--- src/design/line_rasterizer_3d_unit_assert.svh ---
// Assertion macros for the rasterizer datapath.
// Each macro expects clk and rst to be visible where it is used.
`ifndef LINE_RASTERIZER_3D_UNIT_ASSERT_SVH
`define LINE_RASTERIZER_3D_UNIT_ASSERT_SVH

// The consequent must hold in the same cycle as the antecedent.
`define LR3D_ASSERT_NOW(lbl, ante, cons, msg) \
  lbl: assert property (@(posedge clk) disable iff (rst) (ante) |-> (cons)) else $error(msg);

// The consequent must hold in the cycle after the antecedent.
`define LR3D_ASSERT_NEXT(lbl, ante, cons, msg) \
  lbl: assert property (@(posedge clk) disable iff (rst) (ante) |=> (cons)) else $error(msg);

`endif

--- src/design/lr3d_pkg.sv ---
package lr3d_pkg;

  localparam int LEVEL_W = 16;

  typedef enum logic [1:0] {
    ST_IDLE,
    ST_SETUP,
    ST_RUN
  } lr3d_state_t;

  typedef enum logic [1:0] {
    AXIS_X,
    AXIS_Y,
    AXIS_Z
  } lr3d_axis_t;

  typedef struct packed {
    logic capture;
    logic setup;
    logic emit;
  } lr3d_cmd_t;

  typedef struct packed {
    logic last;
    logic out_free;
  } lr3d_stat_t;

endpackage

--- src/design/lr3d_ctrl.sv ---
module lr3d_ctrl (
  input  logic               clk,
  input  logic               rst,
  input  logic               s_tvalid,
  output logic               s_tready,
  input  lr3d_pkg::lr3d_stat_t stat,
  output lr3d_pkg::lr3d_cmd_t  cmd
);
  import lr3d_pkg::*;

  lr3d_state_t state;
  lr3d_state_t state_next;

  always_ff @(posedge clk) begin
    if (rst) begin
      state <= ST_IDLE;
    end else begin
      state <= state_next;
    end
  end

  always_comb begin
    state_next  = state;
    s_tready    = 1'b0;
    cmd.capture = 1'b0;
    cmd.setup   = 1'b0;
    cmd.emit    = 1'b0;
    case (state)
      ST_IDLE: begin
        s_tready = 1'b1;
        if (s_tvalid) begin
          cmd.capture = 1'b1;
          state_next  = ST_SETUP;
        end
      end
      ST_SETUP: begin
        cmd.setup  = 1'b1;
        state_next = ST_RUN;
      end
      ST_RUN: begin
        if (stat.out_free) begin
          cmd.emit = 1'b1;
          if (stat.last) begin
            state_next = ST_IDLE;
          end
        end
      end
      default: begin
        state_next = ST_IDLE;
      end
    endcase
  end

endmodule

--- src/design/lr3d_datapath.sv ---
`include "line_rasterizer_3d_unit_assert.svh"

module lr3d_datapath #(
  parameter int COORD_BITS = 4,
  parameter int IN_W       = 40,
  parameter int OUT_W      = 32
) (
  input  logic                 clk,
  input  logic                 rst,
  input  lr3d_pkg::lr3d_cmd_t  cmd,
  output lr3d_pkg::lr3d_stat_t stat,
  input  logic [IN_W-1:0]      s_tdata,
  output logic                 m_tvalid,
  input  logic                 m_tready,
  output logic [OUT_W-1:0]     m_tdata,
  output logic                 m_tlast
);
  import lr3d_pkg::*;

  localparam int CB    = COORD_BITS;
  localparam int ERR_W = COORD_BITS + 3;

  logic [CB-1:0]      cap_start [3];
  logic [CB-1:0]      cap_end   [3];
  logic [LEVEL_W-1:0] cap_level;

  logic [CB-1:0] dlt [3];
  logic [2:0]    dir_up;
  lr3d_axis_t    drv_sel;
  logic [CB-1:0] dd_sel;
  logic [CB-1:0] dma_sel;
  logic [CB-1:0] dmb_sel;

  logic [CB-1:0]           pos [3];
  logic [CB-1:0]           pos_next [3];
  logic [2:0]              sgn;
  lr3d_axis_t              drv;
  logic [CB:0]             dd2;
  logic [CB:0]             dma2;
  logic [CB:0]             dmb2;
  logic signed [ERR_W-1:0] ea;
  logic signed [ERR_W-1:0] eb;
  logic signed [ERR_W-1:0] ea_next;
  logic signed [ERR_W-1:0] eb_next;
  logic [CB-1:0]           rem;
  logic [LEVEL_W-1:0]      level;
  logic                    a_step;
  logic                    b_step;
  logic [2:0]              step_en;

  logic [CB-1:0]      out_x;
  logic [CB-1:0]      out_y;
  logic [CB-1:0]      out_z;
  logic [LEVEL_W-1:0] out_level;

  always_ff @(posedge clk) begin
    if (cmd.capture) begin
      for (int i = 0; i < 3; i++) begin
        cap_start[i] <= s_tdata[i*CB +: CB];
        cap_end[i]   <= s_tdata[(i+3)*CB +: CB];
      end
      cap_level <= s_tdata[6*CB +: LEVEL_W];
    end
  end

  always_comb begin
    for (int i = 0; i < 3; i++) begin
      dir_up[i] = cap_end[i] > cap_start[i];
      dlt[i]    = dir_up[i] ? (cap_end[i] - cap_start[i]) : (cap_start[i] - cap_end[i]);
    end
    if (dlt[0] >= dlt[1] && dlt[0] >= dlt[2]) begin
      drv_sel = AXIS_X;
      dd_sel  = dlt[0];
      dma_sel = dlt[1];
      dmb_sel = dlt[2];
    end else if (dlt[1] >= dlt[2]) begin
      drv_sel = AXIS_Y;
      dd_sel  = dlt[1];
      dma_sel = dlt[0];
      dmb_sel = dlt[2];
    end else begin
      drv_sel = AXIS_Z;
      dd_sel  = dlt[2];
      dma_sel = dlt[1];
      dmb_sel = dlt[0];
    end
  end

  assign a_step = !ea[ERR_W-1];
  assign b_step = !eb[ERR_W-1];

  always_comb begin
    case (drv)
      AXIS_X:  step_en = {b_step, a_step, 1'b1};
      AXIS_Y:  step_en = {b_step, 1'b1, a_step};
      AXIS_Z:  step_en = {1'b1, a_step, b_step};
      default: step_en = 3'b000;
    endcase
    for (int i = 0; i < 3; i++) begin
      if (step_en[i]) begin
        pos_next[i] = sgn[i] ? (pos[i] + CB'(1)) : (pos[i] - CB'(1));
      end else begin
        pos_next[i] = pos[i];
      end
    end
    ea_next = ea - (a_step ? $signed({{(ERR_W-CB-1){1'b0}}, dd2}) : ERR_W'(0))
                 + $signed({{(ERR_W-CB-1){1'b0}}, dma2});
    eb_next = eb - (b_step ? $signed({{(ERR_W-CB-1){1'b0}}, dd2}) : ERR_W'(0))
                 + $signed({{(ERR_W-CB-1){1'b0}}, dmb2});
  end

  always_ff @(posedge clk) begin
    if (cmd.setup) begin
      for (int i = 0; i < 3; i++) begin
        pos[i] <= cap_start[i];
      end
      sgn   <= dir_up;
      drv   <= drv_sel;
      dd2   <= {dd_sel, 1'b0};
      dma2  <= {dma_sel, 1'b0};
      dmb2  <= {dmb_sel, 1'b0};
      ea    <= $signed({{(ERR_W-CB-1){1'b0}}, dma_sel, 1'b0})
               - $signed({{(ERR_W-CB){1'b0}}, dd_sel});
      eb    <= $signed({{(ERR_W-CB-1){1'b0}}, dmb_sel, 1'b0})
               - $signed({{(ERR_W-CB){1'b0}}, dd_sel});
      rem   <= dd_sel;
      level <= cap_level;
    end else if (cmd.emit && rem != '0) begin
      for (int i = 0; i < 3; i++) begin
        pos[i] <= pos_next[i];
      end
      ea  <= ea_next;
      eb  <= eb_next;
      rem <= rem - CB'(1);
    end
  end

  always_ff @(posedge clk) begin
    if (cmd.emit) begin
      out_x     <= pos[0];
      out_y     <= pos[1];
      out_z     <= pos[2];
      out_level <= level;
      m_tlast   <= (rem == '0);
    end
  end

  always_ff @(posedge clk) begin
    if (rst) begin
      m_tvalid <= 1'b0;
    end else if (cmd.emit) begin
      m_tvalid <= 1'b1;
    end else if (m_tready) begin
      m_tvalid <= 1'b0;
    end
  end

  assign m_tdata       = OUT_W'({out_level, out_z, out_y, out_x});
  assign stat.last     = (rem == '0);
  assign stat.out_free = !m_tvalid || m_tready;

  `LR3D_ASSERT_NOW(a_emit_room, cmd.emit, (!m_tvalid || m_tready), "voxel loaded over a held beat")
  `LR3D_ASSERT_NEXT(a_emit_valid, cmd.emit, m_tvalid, "loaded voxel not presented")
  `LR3D_ASSERT_NEXT(a_rem_count, (cmd.emit && rem != '0), (rem == $past(rem) - CB'(1)), "voxel count did not step")
  `LR3D_ASSERT_NEXT(a_last_flag, (cmd.emit && rem == '0), m_tlast, "final voxel lacks tlast")

endmodule

--- src/design/line_rasterizer_3d_unit.sv ---
// The request beat is captured, the setup state loads the stepper, then the first voxel is loaded and presented.
// Throughput: a line of N voxels (longest axis delta plus one) is emitted
// one voxel per cycle from a single stepping unit, with no output stalls.
// A new request is taken once the final voxel is loaded, even while it waits.
// Reset (rst, synchronous, active high) returns the controller to idle and drops m_tvalid.
module line_rasterizer_3d_unit #(
  parameter int COORD_BITS = 4
) (
  input  logic clk,
  input  logic rst,
  input  logic s_tvalid,
  output logic s_tready,
  // start_x, start_y, start_z, end_x, end_y, end_z, brightness, zero fill
  input  logic [((6*COORD_BITS+16+7)/8)*8-1:0] s_tdata,
  output logic m_tvalid,
  input  logic m_tready,
  // voxel_x, voxel_y, voxel_z, voxel_level, zero fill
  output logic [((3*COORD_BITS+16+7)/8)*8-1:0] m_tdata,
  output logic m_tlast
);
  import lr3d_pkg::*;

  localparam int IN_W  = ((6*COORD_BITS+LEVEL_W+7)/8)*8;
  localparam int OUT_W = ((3*COORD_BITS+LEVEL_W+7)/8)*8;

  lr3d_cmd_t  cmd;
  lr3d_stat_t stat;

  lr3d_ctrl u_ctrl (
    .clk      (clk),
    .rst      (rst),
    .s_tvalid (s_tvalid),
    .s_tready (s_tready),
    .stat     (stat),
    .cmd      (cmd)
  );

  lr3d_datapath #(
    .COORD_BITS (COORD_BITS),
    .IN_W       (IN_W),
    .OUT_W      (OUT_W)
  ) u_datapath (
    .clk      (clk),
    .rst      (rst),
    .cmd      (cmd),
    .stat     (stat),
    .s_tdata  (s_tdata),
    .m_tvalid (m_tvalid),
    .m_tready (m_tready),
    .m_tdata  (m_tdata),
    .m_tlast  (m_tlast)
  );

endmodule

--- config.mk ---
export PLATFORM = sky130hd
export DESIGN_NAME = line_rasterizer_3d_unit
export DESIGN_NICKNAME = d
export VERILOG_FILES = /design/src/design/lr3d_pkg.sv /design/src/design/lr3d_ctrl.sv /design/src/design/lr3d_datapath.sv /design/src/design/line_rasterizer_3d_unit.sv
export VERILOG_INCLUDE_DIRS = /design/src /design/src/design
export SDC_FILE = /design/constraint.sdc
export NUM_CORES = 1
export LEC_CHECK = 0
export ABC_AREA = 1
export BUFFER_PORTS_ARGS = -buffer_cell sky130_fd_sc_hd__buf_2
export CAP_MARGIN = 20
export CORE_AREA = 3 3 108 187
export CTS_CLUSTER_DIAMETER = 80
export CTS_CLUSTER_SIZE = 20
export DETAILED_ROUTE_END_ITERATION = 12
export DIE_AREA = 0 0 111 190
export GPL_ROUTABILITY_DRIVEN = 0
export PLACE_DENSITY = 0.56
export SYNTH_ARGS = -nofsm -noshare
export SYNTH_HDL_FRONTEND = slang
export SYNTH_SLANG_ARGS = --single-unit
--- constraint.sdc ---
create_clock -name clk -period 6.9 [get_ports clk]
set_input_delay 0.69 -clock clk [delete_from_list [all_inputs] [get_ports clk]]
set_output_delay 0.69 -clock clk [all_outputs]
set_load 0.05 [all_outputs]
# Yosys cells after proc, flatten, opt, wreduce, memory -nomap -nowiden
# Memories as Yosys holds them, arrays and structs flattened.
# Cells that the tools add are included.
[word_totals]
register_bits = 99
ram_bits = 36
in_bits = 44
output_inout_bits = 35
elab_cells = 115
n_memories = 3
[op_classes]
n_addsub = 19
order_cmp = 6
eq_ne = 7
muxes = 47
bitwise_logic = 3
n_reduce_logical = 13
[mem_list]
columns = ["memory", "words", "width", "rd", "rd_ports_with_merged_regs", "wr", "line", "source"]
rows = [
  ["u_datapath.cap_end", 3, 4, 3, 0, 3, "lr3d_datapath.sv:24", "logic [CB-1:0] cap_end [3];"],
  ["u_datapath.cap_start", 3, 4, 3, 0, 3, "lr3d_datapath.sv:23", "logic [CB-1:0] cap_start [3];"],
  ["u_datapath.pos", 3, 4, 3, 0, 3, "lr3d_datapath.sv:34", "logic [CB-1:0] pos [3];"],
]
[op_table]
columns = ["cell", "count"]
rows = [
  ["4-bit 2-to-1 mux", 20],
  ["7-bit 2-to-1 mux", 4],
  ["4-bit subtractor", 6],
  ["4-bit by 1-bit subtractor with 4-bit output, second input constant", 4],
  ["1-bit 2-to-1 mux", 15],
  ["7-bit by 6-bit adder with 7-bit output", 2],
  ["7-bit subtractor", 2],
  ["4-bit by 1-bit adder with 4-bit output, second input constant", 3],
  ["4-bit greater-or-equal comparator", 3],
  ["4-bit greater-than comparator", 3],
  ["5-bit by 4-bit subtractor with 6-bit output", 2],
  ["5-bit 2-to-1 mux", 2],
  ["3-bit case mux with 3 select lines", 1],
  ["2-bit 2-to-1 mux", 4],
  ["2-bit inequality test, second input constant", 3],
  ["2-bit case mux with 3 select lines", 1],
  ["2-bit by 1-bit == test with 1-bit output, second input constant", 2],
  ["2-bit == test, second input constant", 2],
  ["2-bit logical NOT", 2],
  ["4-bit logical NOT", 1],
  ["2-bit nonzero test", 2],
  ["4-bit nonzero test", 1],
  ["1-bit logical NOT", 3],
  ["1-bit bitwise OR", 3],
  ["other kinds (3)", 4],
]

# Depth between registers and ports, before layout
[depth]
word_depth = 9
depth_mapped = 33
ltp_nobuf = 33

# By module
# Synthesis repeated with hierarchy kept, for this count alone.
[hier_totals]
hier_cells = 684
hier_area_um2 = 7462.2
[by_module_without_submodules]
columns = ["module", "instances", "cells_each", "area_per_inst_um2", "seq_area_each_um2"]
rows = [
  ["lr3d_datapath", 1, 669, 7357.1, 3923.8],
  ["lr3d_ctrl", 1, 15, 105.1, 40.0],
]

# Least setup slack after synthesis
# No wires, ideal clock.
[synth_path]
path_kind = "input-to-reg"
startpoint = "input port s_tvalid"
endpoint = "memory u_datapath.cap_end[0][0] (netlist bit) (enable)"
setup_ns = 0.487
arrival_ns = 3.462
required_ns = 6.413
path_slack_ns = 2.951
stages = 2
path_buffers = 0
path_cell_list = "inv_1 -> nor3_1"
[synth_lines]
columns = ["element", "line", "source"]
rows = [
  ["start: declaration", "line_rasterizer_3d_unit.sv:11", "input logic s_tvalid,"],
  ["end: declaration", "lr3d_datapath.sv:24", ""],
]

==> metrics.md <==
| Metric | Value |
|---|---|
| Status | complete, no violations |
| Top cell type's share of synthesized area | 52.4% |
| Initial antenna violation count | 1 |
| Critical R2R Capture | u_datapath.eb[4] |
| Drt first pass iters | 4 |
| Post-Syn Area | 0.00745 mm2 |
| Worst reg-to-reg setup slack | 2.13 ns |
| TritonCTS clock tree | done |
| Cts repair resizes | 0 |
| Gr busiest metal | met2 |
| Hold Vio Cnt, Final | 0 |
| Hold crit path type | flip-flop to flip-flop |
| Fmax | 0.210 GHz |
| Actual slew at the worst max-slew pin | 0.895 ns |
| Final instance area | 0.00867 mm2 |
| Most area-hungry cell type in the Yosys netlist | edfxtp_1 |
| Reg-to-Reg Start | u_datapath.cap_end[0][0] |
| Post-synthesis sequential area ratio | 53.2% |
| Die X | 111 um |
| Layout Nets | 912 |
| Worst EP arrival | 4.94 ns |
| #FFs+latches synth | 133 |
| Crit Path Class | flip-flop to flip-flop |
| DRT iter0 DRCs | 306 |
| Fin crit period | 4.77 ns |
| Row count | 66 |
| Initial Util | 39.7% |
| Setup TNS | 0 ns |
| # H-tree levels | 4 |
| Commonest non-fill, non-tap cell in the layout | edfxtp_1 |
| Worst-path fanout max | 15 |
| Area Overhead vs Synth | 16.4% |
| Clock latency on the worst-skew pair | 0.42 ns |
| Buffers on Ports | 74 |
| Post-Syn Area per Cell | 10.5 um2 |
| CP delay by family, top | simple AND/OR/NAND/NOR gates |
| Die area | 0.0211 mm2 |
| Layout Cells excl Fill | 1050 |
| Area contributors post-synth | edfxtp_1 52%, ha_1 8.4%, nand2_1 6.4% |
| IO Pins | 79 |
| Lkg Pwr | 3.91 nW |
| Via density | 4.80 |
| Fraction of layout cells with a size suffix above 1 | 20.4% |
| Slowest-stage cell, CP | nand2_1 |
| Final-report setup violation count | 0 |
| Max-Cap Viols | 0 |
| Post-detail-place hpwl | 12700 um |
| Grt met1 use | 15.5% |
| Most frequent cell on the critical path | nand2_1 |
| GRT overflow | 0 |
| Met3 Usage GRT | 2.86% |
| RSZ-0062 raised after global routing | false |
| Placed Cells | 1018 |
| Relative slew slack | 39.7% |
| Number of enable flip-flop cells after synthesis | 130 |
| Worst EP required | 7.06 ns |
| CTS max path bufs | 2 |
| Routed WL | 16100 um |
| Ant. Diodes | 0 |
| Largest net degree at the start of global routing | 34 |
| Clk pin slew, worst setup/hold paths | 0.06 ns |
| Vias | 5038 |
| Most frequent cells in the layout | 130 x edfxtp_1, 126 x nand2_1, 125 x inv_1 |
| R2r worst-path depth | 30 |
| WL/cell | 15.3 um |
| Clk_skew | 0.0142 ns |
| First-pass GRT wire length | 25800 um |
| CP Capture Type | flip-flop |
| # DRC | 0 |
| Clock root buffer | clkbuf_16 |
| Placed cell area | 0.00809 mm2 |
| Setup crit end | u_datapath.eb[4] |
| Synth warn | 0 |
| CP bufs+invs | 7 |
| Ys flop type | edfxtp_1 |
| # fillers | 1741 |
| Worst setup SP type | flip-flop |
| Gate Count Post-Synth | 712 |
| Crit path launch | u_datapath.cap_end[0][0] |
| Area of the multi-input gates | 0.00292 mm2 |
| Clock tree sinks | 133 |
| Die H | 190 um |
| Critical path depth | 30 |
| Slew Viols, Final | 0 |
| Register area | 0.00396 mm2 |
| Setup Fix Bufs, Post-CTS | 0 |
| CP peak stage delay | 0.54 ns |
| Netlist cell types | 38 |
| Period utilization | 69.2% |
| Max rail drop VDD | 0.187 mV |
| Core box area | 0.0187 mm2 |
| Met2 usage | 31.7% |
| Fraction of registers with async set/reset | 0% |
| Gr usage total | 15.8% |
| Power per cell area | 443 mW/mm2 |
| Hold Buf Count CTS | 0 |
| Worst hold stages | 0 |
| Vias in the first global route | 5093 |
| CTS buffer count | 17 |
| DRT antenna net count | 0 |
==> through the flow <==
stage	util (%)	power, mW	hold slack (ns)	setup slack, ns
CTS	46.2	3.87	0.417	2.19
detailed placement	43.2	2.97	0.406	2.23
global route	46.2	4.16	0.422	1.57
floorplan	-	2.55	0.400	2.95
global placement	43.2	2.92	0.401	2.45
finish	46.2	3.84	0.416	2.13
==> logic make-up (layout without fill, tap and decap cells) <==
kind of cell | after synthesis | count (layout) | synth area share [%]
and+or+nand+nor | 264 | 264 | 17.3
buffers and inverters | 149 | 246 | 7.91
DFF | 133 | 133 | 53.2
AOI/OAI and AO/OA | 75 | 75 | 5.56
adders and majority gates | 69 | 69 | 13.5
xor gates and xnor gates | 21 | 21 | 2.47
other | 1 | 4 | 0.0504
==> worst min path at each step <==
stage,from,endpoint,slack [ns]
finish,u_datapath.level[5],u_datapath.out_level[5],0.42
global route,u_datapath.cap_level[14],u_datapath.level[14],0.42
CTS,u_datapath.level[5],u_datapath.out_level[5],0.42
detailed placement,u_datapath.cap_level[5],u_datapath.level[5],0.41
global placement,u_datapath.level[0],u_datapath.out_level[0],0.40
floorplan,u_datapath.cap_level[0],u_datapath.level[0],0.40
==> synthesized netlist by cell type (2+ instances only) <==
library cell and n:
a21oi_1 21, a31oi_1 3, buf_2 3, buf_4 5, clkbuf_1 5, dfxtp_1 3, edfxtp_1 130, fa_1 19
ha_1 50, inv_1 125, inv_2 10, nand2_1 126, nand2_2 17, nand2_4 5, nand2_8 2, nand3_1 36
nand3_2 8, nand3b_1 5, nand4_1 9, nor2_1 43, nor2_2 4, nor3_1 3, o211ai_1 2, o21ai_0 31
o21ai_1 12, o21ba_2 2, or2_2 3, xnor2_1 10, xor2_1 11
==> power breakdown <==
part | internal [mW] | switching, mW | total, mW
logic | 0.651 | 1.20 | 1.85
clock network | 0.507 | 0.363 | 0.870
registers | 1.07 | 0.0554 | 1.12
total | 2.22 | 1.62 | 3.84
==> metal layers <==
metal	wire, um	share of wire (%)	vias to the layer above
met5	9	0.056	-
met4	455	2.8	2
met3	520	3.2	26
met2	9390	59	116
met1	5680	35	2384
li1	-	-	2510
==> layout make-up <==
cell class                 instances  area share (%)
sequential                       133            45.7
multi-input combinational        433            33.7
inverter                         135            5.85
clock buffer                      18            4.95
timing repair buffer              79            4.71
tap                              238            3.44
clock inverter                    14            1.67
==> sequential cells by signal, indices dropped and copies added, names as in the netlist, 6 cells and up <==
| name | count |
|---|---|
| u_datapath.cap_end | 12 |
| u_datapath.cap_level | 16 |
| u_datapath.cap_start | 12 |
| u_datapath.ea | 6 |
| u_datapath.eb | 6 |
| u_datapath.level | 16 |
| u_datapath.out_level | 16 |
| u_datapath.pos | 12 |
(Power assumes the default switching activity.)
